==> src/hdl/mnc_pkg.sv <==
// Package for the masked normalized convolution core: request codes,
// command struct between front and back, size constants. No dependencies.
`default_nettype none
package mnc_pkg;
	localparam int MaxCols = 256;
	localparam int MaxRows = 256;
	localparam int MaxRadius = 10;

	typedef enum logic [1:0] {
		REQ_LOAD_KERNEL = 2'd0,
		REQ_WRITE_CELL  = 2'd1,
		REQ_READ_CELL   = 2'd2,
		REQ_SMOOTH_CELL = 2'd3
	} req_t;

	localparam logic CFG_GRID_COLS = 1'b0;
	localparam logic CFG_GRID_ROWS = 1'b1;

	typedef struct packed {
		req_t        req;
		logic        in_grid;
		logic        kload_ok;
		logic [7:0]  col;
		logic [7:0]  row;
		logic [4:0]  radius;
		logic [31:0] value;
		logic        dvalid;
		logic        wback;
	} cmd_t;

	typedef enum logic [3:0] {
		ST_IDLE,
		ST_RDCELL,
		ST_RDWAIT,
		ST_WIN,
		ST_WINWAIT,
		ST_MUL,
		ST_ACC,
		ST_DIVINIT,
		ST_DIV,
		ST_FIN,
		ST_OUT
	} back_state_t;
endpackage
`default_nettype wire

==> src/hdl/mnc_front.sv <==
// Front end: accepts request transfers, clamps radius, classifies against
// the grid and queues commands in a short FIFO. Depends on mnc_pkg.
`default_nettype none
module mnc_front #(
	parameter int MAX_COLS   = mnc_pkg::MaxCols,
	parameter int MAX_ROWS   = mnc_pkg::MaxRows,
	parameter int MAX_RADIUS = mnc_pkg::MaxRadius
) (
	input  wire logic               clk,
	input  wire logic               arst_n,
	input  wire logic               in_valid,
	output logic                    in_ready,
	input  wire logic [1:0]         req_type,
	input  wire logic [7:0]         cell_col,
	input  wire logic [7:0]         cell_row,
	input  wire logic [3:0]         radius,
	input  wire logic signed [31:0] data_value,
	input  wire logic               data_valid,
	input  wire logic               write_back,
	input  wire logic [8:0]         grid_cols,
	input  wire logic [8:0]         grid_rows,
	output mnc_pkg::cmd_t           cmd,
	output logic                    cmd_valid,
	input  wire logic               cmd_pop
);
	localparam int Depth = 2;
	mnc_pkg::cmd_t fifo_q [Depth];
	logic          wp_q, rp_q;
	logic [1:0]    cnt_q;
	mnc_pkg::cmd_t c_in;
	logic [12:0]   ec, er;
	logic [4:0]    rad;
	logic          push;

	always_comb begin
		ec = (13'(grid_cols) > 13'(MAX_COLS)) ? 13'(MAX_COLS) : 13'(grid_cols);
		er = (13'(grid_rows) > 13'(MAX_ROWS)) ? 13'(MAX_ROWS) : 13'(grid_rows);
		if (radius == 4'd0) begin
			rad = 5'd1;
		end else if (5'(radius) > 5'(MAX_RADIUS)) begin
			rad = 5'(MAX_RADIUS);
		end else begin
			rad = 5'(radius);
		end
		c_in.req      = mnc_pkg::req_t'(req_type);
		c_in.in_grid  = (13'(cell_col) < ec) && (13'(cell_row) < er);
		c_in.kload_ok = (6'(cell_col) <= {rad, 1'b0}) && (6'(cell_row) <= {rad, 1'b0})
			&& (cell_col[7:6] == 2'b00) && (cell_row[7:6] == 2'b00);
		c_in.col    = cell_col;
		c_in.row    = cell_row;
		c_in.radius = rad;
		c_in.value  = data_value;
		c_in.dvalid = data_valid;
		c_in.wback  = write_back;
	end

	assign in_ready  = (cnt_q != 2'(Depth));
	assign push      = in_valid && in_ready;
	assign cmd_valid = (cnt_q != 2'd0);
	assign cmd       = fifo_q[rp_q];

	always_ff @(posedge clk) begin
		if (push) begin
			fifo_q[wp_q] <= c_in;
		end
	end

	always_ff @(posedge clk or negedge arst_n) begin
		if (!arst_n) begin
			wp_q  <= 1'b0;
			rp_q  <= 1'b0;
			cnt_q <= 2'd0;
		end else begin
			if (push) begin
				wp_q <= ~wp_q;
			end
			if (cmd_pop) begin
				rp_q <= ~rp_q;
			end
			cnt_q <= cnt_q + 2'(push) - 2'(cmd_pop);
		end
	end
endmodule
`default_nettype wire

==> config.mk <==
export PLATFORM = sky130hd
export DESIGN_NAME = mnc_front
export DESIGN_NICKNAME = d
export VERILOG_FILES = /design/src/hdl/mnc_pkg.sv /design/src/hdl/mnc_front.sv
export SDC_FILE = /design/constraint.sdc
export NUM_CORES = 1
export LEC_CHECK = 0
export BUFFER_PORTS_ARGS = -buffer_cell sky130_fd_sc_hd__buf_2
export CORE_MARGIN = 2
export CORE_UTILIZATION = 25
export CTS_BUF_LIST = sky130_fd_sc_hd__clkbuf_16
export DETAILED_ROUTE_END_ITERATION = 8
export PLACE_DENSITY_LB_ADDON = 0.1
export RECOVER_POWER = 25
export SLEW_MARGIN = 40
export SYNTH_ARGS = -nofsm -noshare
export SYNTH_HDL_FRONTEND = slang
export SYNTH_SLANG_ARGS = --single-unit
==> constraint.sdc <==
create_clock -name clk -period 5 [get_ports clk]
set_clock_uncertainty 0.15 [all_clocks]
set_input_delay 0 -clock clk [delete_from_list [all_inputs] [get_ports clk]]
set_output_delay 0 -clock clk [all_outputs]
set_load 0.005 [all_outputs]
### Word-level counts from Yosys, hierarchy flattened

Memory sizes are Yosys's and may differ from the RTL's.
Index checks and enable logic that the tools add are counted.

| word-level totals | value |
|---|---|
| bits in writable memories | 118 |
| flip-flop bits (word level) | 4 |
| bits of input ports | 78 |
| memories | 1 |

| cells by class | value |
|---|---|
| bitwise operators | 2 |
| $lt $le $gt $ge | 7 |
| reduce and logical (&&, ||, !) cells | 9 |
| mux-type cells | 6 |
| add/subtract/negate cells | 2 |
| eq/ne operators | 1 |

Memories:

| name | words | width | read ports | clocked after memory_dff | write ports | RTL line | text |
|---|---|---|---|---|---|---|---|
| fifo_q | 2 | 59 | 1 | 0 | 1 | mnc_front.sv:27 | `mnc_pkg::cmd_t fifo_q [Depth];` |

Operators with widths:

| cell | count |
|---|---|
| 9-bit greater-than comparator (second input constant) | 2 |
| 8-bit by 9-bit less-than comparator with 1-bit output | 2 |
| 9-bit 2-to-1 mux | 2 |
| 6-bit less-or-equal comparator | 2 |
| 1-bit logical AND | 5 |
| 5-bit 2-to-1 mux | 1 |
| 4-bit greater-than comparator (second input constant) | 1 |
| 2-bit zero test | 2 |
| 4-bit zero test | 1 |
| 4-bit 2-to-1 mux | 1 |
| 2-bit by 1-bit adder with 2-bit output | 1 |
| 1-bit 2-to-1 mux | 2 |
| 2-bit != test (second input constant) | 1 |
| 1-bit inverter | 2 |
| 2-bit nonzero test | 1 |
| 2-bit by 1-bit subtractor with 2-bit output | 1 |

### Longest topological paths before layout

Gate-level depths: netlist of the first run.

| logic depth | value |
|---|---|
| depth in word-level cells | 7 |
| mapped depth | 7 |
| mapped depth without buffers | 7 |

### Least setup slack after synthesis of the first run

Ideal clock, no wire load.

| path | value |
|---|---|
| path kind | register -> register |
| from | register cnt_q[1] |
| to | memory fifo_q[0][0] in the netlist's numbering (enable) |
| period minus slack after synthesis | 3.666 ns |
| cell stages (with the launch flop) | 4 |
| setup time | 0.474 ns |
| setup slack | 1.334 ns |
| arrival time | 3.042 ns |
| buffers on the path | 0 |
| path through | dfrtp_1 nand2b_1 nand2_1 nor2_1 |

| between the ends | value |
|---|---|
| cells in the longest elaborated chain, start to end | 4 |

RTL lines:

| item | RTL line | text |
|---|---|---|
| start, declared | mnc_front.sv:29 | `logic [1:0] cnt_q;` |
| start signal, assigned | mnc_front.sv:80 | `cnt_q <= cnt_q + 2'(push) - 2'(cmd_pop);` |
| 2-bit != test | mnc_front.sv:57 | `assign in_ready = (cnt_q != 2'(Depth));` |
| via in_ready | mnc_front.sv:12 | `output logic in_ready,` |
| 1-bit logical AND | mnc_front.sv:58 | `assign push = in_valid && in_ready;` |
| 1-bit 2-to-1 mux | mnc_front.sv:63 | `if (push) begin` |
| 1-bit 2-to-1 mux (implied by the code) | mnc_front.sv:64 | `fifo_q[wp_q] <= c_in;` |
| end, declared | mnc_front.sv:27 |  |

The timed path passes the listed nets, and every way through them passes these cells.

==> results of run 1 <==
[per-layer routing]
metal,global-route usage [%],wire length (µm),vias to the layer above
met5,0,0,-
met4,3.641,59,0
met3,4.281,742,5
met2,18.51,5509,106
met1,13.35,5089,1542
li1,-,-,1523
[sequential cells by signal (all words and copies together) (netlist names)]
register and cells:
rp_q 1, fifo_q 116, cnt_q 2, wp_q 1
[worst paths after layout]
kind / end / slack, ns / depth (start not counted)
min reg2reg: cnt_q[1] / 0.34 / 1
max: cmd[40] / 2.53 / 3
max in group asynchronous: rp_q / 4.16 / 3
max reg2reg: fifo_q[1][48] / 2.94 / 4
min in group asynchronous: cnt_q[0] / 0.34 / 3
min: fifo_q[0][56] / 0.16 / 3
[kinds of logic after synthesis]
logic type	after synthesis	synth area share, %
flops	120	70.87
mux	58	12.92
simple gates	40	5.147
fa+ha+maj	25	6.137
buf+inv	19	1.955
compound gates	18	2.202
xor+xnor	4	0.6930
other cells	1	0.07417
[final cells by class]
| type | instances | area (µm²) | area share (%) |
|---|---|---|---|
| timing repair buffer | 205 | 1359 | 18.60 |
| clock inverter | 15 | 185.2 | 2.535 |
| tap | 270 | 337.8 | 4.625 |
| clock buffer | 17 | 425.4 | 5.824 |
| multi-input combinational | 146 | 1383 | 18.93 |
| sequential | 120 | 3585 | 49.08 |
| inverter | 8 | 30.03 | 0.4111 |
[cells in the final DEF, fill, tap and decap left out, types with 2 or more instances in the layout]
cell type and n:
o22ai_1 2, mux2_1 58, bufinv_16 4, clkinv_4 2, clkinv_1 3, inv_1 9, buf_4 3, clkbuf_16 17
buf_16 2, a21oi_1 8, xnor2_1 3, clkinvlp_4 3, nand3_1 3, ha_1 24, dfrtp_1 3, clkinv_2 2
nor2_1 4, nand4b_1 2, clkbuf_1 31, nand2_1 5, nand2b_1 15, dlygate4sd3_1 62, edfxtp_1 116, nor4_2 2
buf_2 104
[cell usage after synthesis (all sizes together) (2+ instances only)]
cell and instances:
mux2 58, or2 2, nor2 5, inv 8, xnor2 3, o22ai 2
dfrtp 4, buf 10, edfxtp 116, nand2 5, nand2b 15, nand3 3
o21ai 2, a21oi 8, nand4b 2, ha 24, nor4b 2, nor4 2
[worst min-delay path, cell delays in order]
cell and delay [ns]:
buf_2 0.16, nor3_1 0.28, nor4_2 0.11
[per-stage QoR]
step	area, µm²	util [%]	hold slack, ns
final	7305	36.45	0.1625
after global routing	7305	36.45	0.1516
after CTS	7317	36.51	0.1479
after detailed placement	6086	30.37	-0.3347
after global placement	6043	30.16	-0.3369
after floorplan	5056	-	-0.4456
[power groups by stage]
stage	clock network (mW)	logic [mW]	registers, mW
3_3_place_gp	0	0.862	1.49
6_report	1.25	0.907	1.47
3_5_place_dp	0	0.889	1.49
4_1_cts	1.29	0.935	1.47
2_1_floorplan	0	0.501	1.45
5_1_grt	1.33	1.01	1.49
[repair_timing]
item / CTS / global route
hold buffers: 62 / 0
setup endpoints to repair: 0 / 0
hold endpoints to repair: 126 / 0
==> impl_metrics.tcl, run 1 <==
set metrics [dict create \
    status "finished, final reports clean" \
    synth_area_um2 5056 \
    dp_slack_ns 2.653 \
    worst_pin_slew_ns 0.6246 \
    arrival_ns 2.32 \
    drive_gt1_share_pct 28.57 \
    min_from "grid_cols[8]" \
    clk_pin_slew_ns 0.06 \
    setup_ws_ns 2.532 \
    slowest_delay_ns 0.77 \
    synth_edf_count 116 \
    postCtsSetupBuffers 0 \
    drt-pass1-iter-count 4 \
    cts_resized 0 \
    crit_slowest_cell "dfrtp_2" \
    timing.fmax_mhz 405.2 \
    start_util_pct 25.23 \
    hold_path.class "in -> reg" \
    tns_ns 0 \
    antenna_cells 0 \
    hold_viol 0 \
    wl_um 11400 \
    end_kind "output port" \
    cts_root_buf "clkbuf_16" \
    powerDensity_nw_per_um2 495.8 \
    routedWlPerCell_um 14.60 \
    antenna_left 0 \
    grt_antenna_before_repair 0 \
    syn_inst 285 \
    synth_top_area_share_pct 68.89 \
    yosys-top-cells-area "edfxtp_1 (69%), mux2_1 (13%), ha_1 (5.9%)" \
    cts_max_level 4 \
    grt_max_degree 36 \
    dieArea_um2 21380 \
    fin_crit_sh_pct 49.36 \
    grt_usage_pct 11.14 \
    yosysWarnings 0 \
    p_total_mw 3.621 \
    rsz0062_at_grt "no" \
    reg2reg_from "cnt_q[1]" \
    fillers 1982 \
    die_h_um 146.2 \
    drtIter0Drc 137 \
    dp_hpwl_um 7796 \
    cts_sinks 120 \
    drcViolationCount 0 \
    syn_avg_cell_area_um2 17.74 \
    synth-seq-cells 120 \
    report.final.slew_viol_count 0 \
    final_nets 600 \
    p_int_mw 2.643 \
    overflow 0 \
    synthFlopType "edfxtp_1" \
    grt_pass1_vias 3406 \
    core_um2 20040 \
    p_comb_share_pct 25.0 \
    switching_share_pct 27.02 \
    p_clk_share_pct 34.5 \
    min_period_ns 2.468 \
    fp.dieW_um 146.2 \
    crit_start "rp_q" \
    vias 3176 \
    clk_latency_ns 0.40 \
    cts_tree "yes" \
    synth_nets 387 \
    yosysTopAreaCell "edfxtp_1" \
    power_leakage_nw 2.758 \
    placementRows 52 \
    clk_path_buf_depth 2 \
    drv_cap 0 \
    worstPathCellList "buf_4 -> mux2_1 -> buf_2" \
    cp_max_fo 35 \
    port_buffers 137 \
    vias_per_cell 4.067 \
    layout-area-overhead-vs-synth_pct 44.47 \
    required_ns 4.85 \
    grt_pass1_wl_um 17870 \
    cts_made_buffers 17 \
    dp_cells 686 \
    async_flop_share_pct 3.333 \
    power.switching_uw 978.5 \
    critPathBufInv 2 \
    cp_top_family "flip-flops" \
    cp-start-kind "flip-flop" \
    ys_seq_area_share_pct 70.87 \
    gp_congestion 0.6678 \
    final_cells 781 \
    critical_path_class "reg -> out" \
    slew_headroom_pct 58.36 \
    finalSetupViolations 0 \
    synth_cell_types 37 \
    num_io_pins 139 \
    ir_worst_vdd_mv 0.1935 \
    seqPwrFrac_pct 40.5 \
]
(Power assumes the default switching activity.)
==> inputs of run 2 (changes only) <==
==> constraint.sdc (replaced) <==
create_clock -name clk -period 2.25 [get_ports clk]
set_clock_uncertainty 0.15 [all_clocks]
set_input_delay 0 -clock clk [delete_from_list [all_inputs] [get_ports clk]]
set_output_delay 0 -clock clk [all_outputs]
set_load 0.005 [all_outputs]
==> run 2 against run 1 <==
  * Setup slack worse by 2.3 ns
  * Hold slack worse by 0.14 ns
  * Register-to-register slack got worse by 2.4 ns
  * Die area unchanged
  * Non-clock buffer count fell by 1
  * Critical path depth grew 5
  * Clock-buffer cell count is the same
  * Cell count decreased by 0.13%
  * Global-route usage up 0.44 points
  * Flip-flop and latch count is the same
  * Wire length grew 3.0%
  * Critical path type is now in -> reg
  * Largest cell class unchanged
==> impl_metrics.tcl, run 2 (synthesis gave the netlist of run 1 again) <==
set metrics [dict create \
    dp_slack_ns 0.3213 \
    reg2reg_from "cnt_q[1]" \
    timing.fmax_mhz 491.4 \
    overflow 0 \
    finalInstanceArea_um2 7333 \
    end_kind "flip-flop" \
    grt_antenna_before_repair 0 \
    placementRows 52 \
    met3_usage_pct 3.938 \
    grt_max_degree 33 \
    dp_cells 687 \
    mostFrequentLayoutCells "edfxtp_1 (116), buf_2 (112), dlygate4sd3_1 (61), mux2_1 (58), clkbuf_1 (25)" \
    cts_sinks 120 \
    hold_buffers 61 \
    drv_cap 0 \
    hold_path.class "in -> reg" \
    drt-pass1-iter-count 4 \
    layout-area-overhead-vs-synth_pct 45.04 \
    status "finished, final reports clean" \
    largest_reg_flops 116 \
    routedWlPerCell_um 15.06 \
    drtIter0Drc 134 \
    required_ns 2.32 \
    hold_viol 0 \
    drive_gt1_share_pct 30.78 \
    finalSetupViolations 0 \
    cts_resized 0 \
    largest-register "fifo_q" \
    setup_ws_ns 0.2149 \
    worst_pin_slew_ns 0.5248 \
    gp_congestion 0.6871 \
    start_util_pct 25.23 \
    grt_usage_pct 11.58 \
    grt_pass1_vias 3469 \
    die_h_um 146.2 \
    antenna_cells 0 \
    cp_max_fo 4 \
    rsz0062_at_grt "no" \
    powerDensity_nw_per_um2 1135 \
    tns_ns 0 \
    report.final.slew_viol_count 0 \
    port_buffers 137 \
    clk_latency_ns 0.40 \
    grt_pass1_wl_um 18750 \
    final_common_cell "edfxtp_1" \
    cts_max_level 4 \
    ir_worst_vdd_mv 0.6472 \
    cp-start-kind "input pin" \
    fin_crit_sh_pct 90.45 \
    power_leakage_nw 2.789 \
    cts_made_buffers 17 \
    rr_endpoint "cnt_q[1]" \
    dpl_cell_area_um2 6091 \
    final_nets 599 \
    dieArea_um2 21380 \
    slew_headroom_pct 65.01 \
    reg2regPathDepth 7 \
    num_io_pins 139 \
    grt_use_met2_pct 19.36 \
    min_period_ns 2.035 \
    min_to "fifo_q[0][56]" \
    clk_pin_slew_ns 0.06 \
    wl_um 11750 \
    min_from "grid_rows[8]" \
    cts_root_buf "clkbuf_16" \
    top_regs "fifo_q: 116 flops, cnt_q: 2 flops" \
    reg2reg_slack_ns 0.54 \
    whs_ns 0.02574 \
    drcViolationCount 0 \
    vias_per_cell 4.091 \
    core_um2 20040 \
    clk_path_buf_depth 2 \
    postCtsSetupBuffers 0 \
    cts_tree "yes" \
    fillers 2028 \
    whs_path_depth 3 \
    fp.dieW_um 146.2 \
    dp_hpwl_um 7787 \
    vias 3191 \
    grt_use_met1_pct 14.21 \
    p_total_mw 8.326 \
    grt_busiest_layer "met2" \
    utilization_pct 36.59 \
    antenna_left 0 \
    arrival_ns 2.11 \
    final_cells 780 \
    critical_path_class "in -> reg" \
]
-- run 2: cell types whose count changed in the layout (fill, tap and decap cells not counted), sizes merged --
cell,delta
clkinv,-6
clkbuf,-7
inv,+6
bufinv,+1
clkinvlp,-1
buf,+7
dlygate4sd3,-1
-- run 2: critical path, cell delays in order --
cell and delay (ns):
dlygate4sd3_1 0.52, buf_2 0.12, inv_1 0.09, maj3_1 0.44
ha_1 0.31, inv_1 0.03, o32a_1 0.34, nor4_2 0.25
-- run 2: layout make-up --
cell class,instances,area (µm²),area share [%]
tap,270,337.8,4.607
sequential,120,3585,48.88
inverter,8,30.03,0.4095
clock inverter,15,237.7,3.242
multi-input combinational,146,1383,18.85
timing repair buffer,204,1335,18.21
clock buffer,17,425.4,5.801
-- run 2: where the power goes --
| part | internal, mW | leakage, nW | total, mW | switching (mW) |
|---|---|---|---|---|
| Sequential | 3.06 | 1.12 | 3.16 | 0.106 |
| Clock | 2.00 | 0.318 | 3.06 | 1.07 |
| Combinational | 0.963 | 1.35 | 2.10 | 1.14 |
| Total | 6.02 | 2.79 | 8.33 | 2.31 |
-- run 2: metal layers --
layer | share of wire [%] | vias up | wire length, µm
li1 | - | 1524 | -
met1 | 45 | 1563 | 5303
met2 | 48 | 94 | 5677
met3 | 5.6 | 10 | 658
met4 | 0.90 | 0 | 106
met5 | 0 | - | 0
-- run 2: worst max path at each step --
stage	startpoint	endpoint	slack, ns
floorplan	cnt_q[1]	fifo_q[0][0]	0.18
global placement	radius[3]	fifo_q[0][55]	0.37
detailed placement	radius[3]	fifo_q[0][55]	0.32
CTS	radius[3]	fifo_q[0][55]	0.23
global route	radius[3]	fifo_q[0][55]	0.13
finish	radius[3]	fifo_q[0][55]	0.21
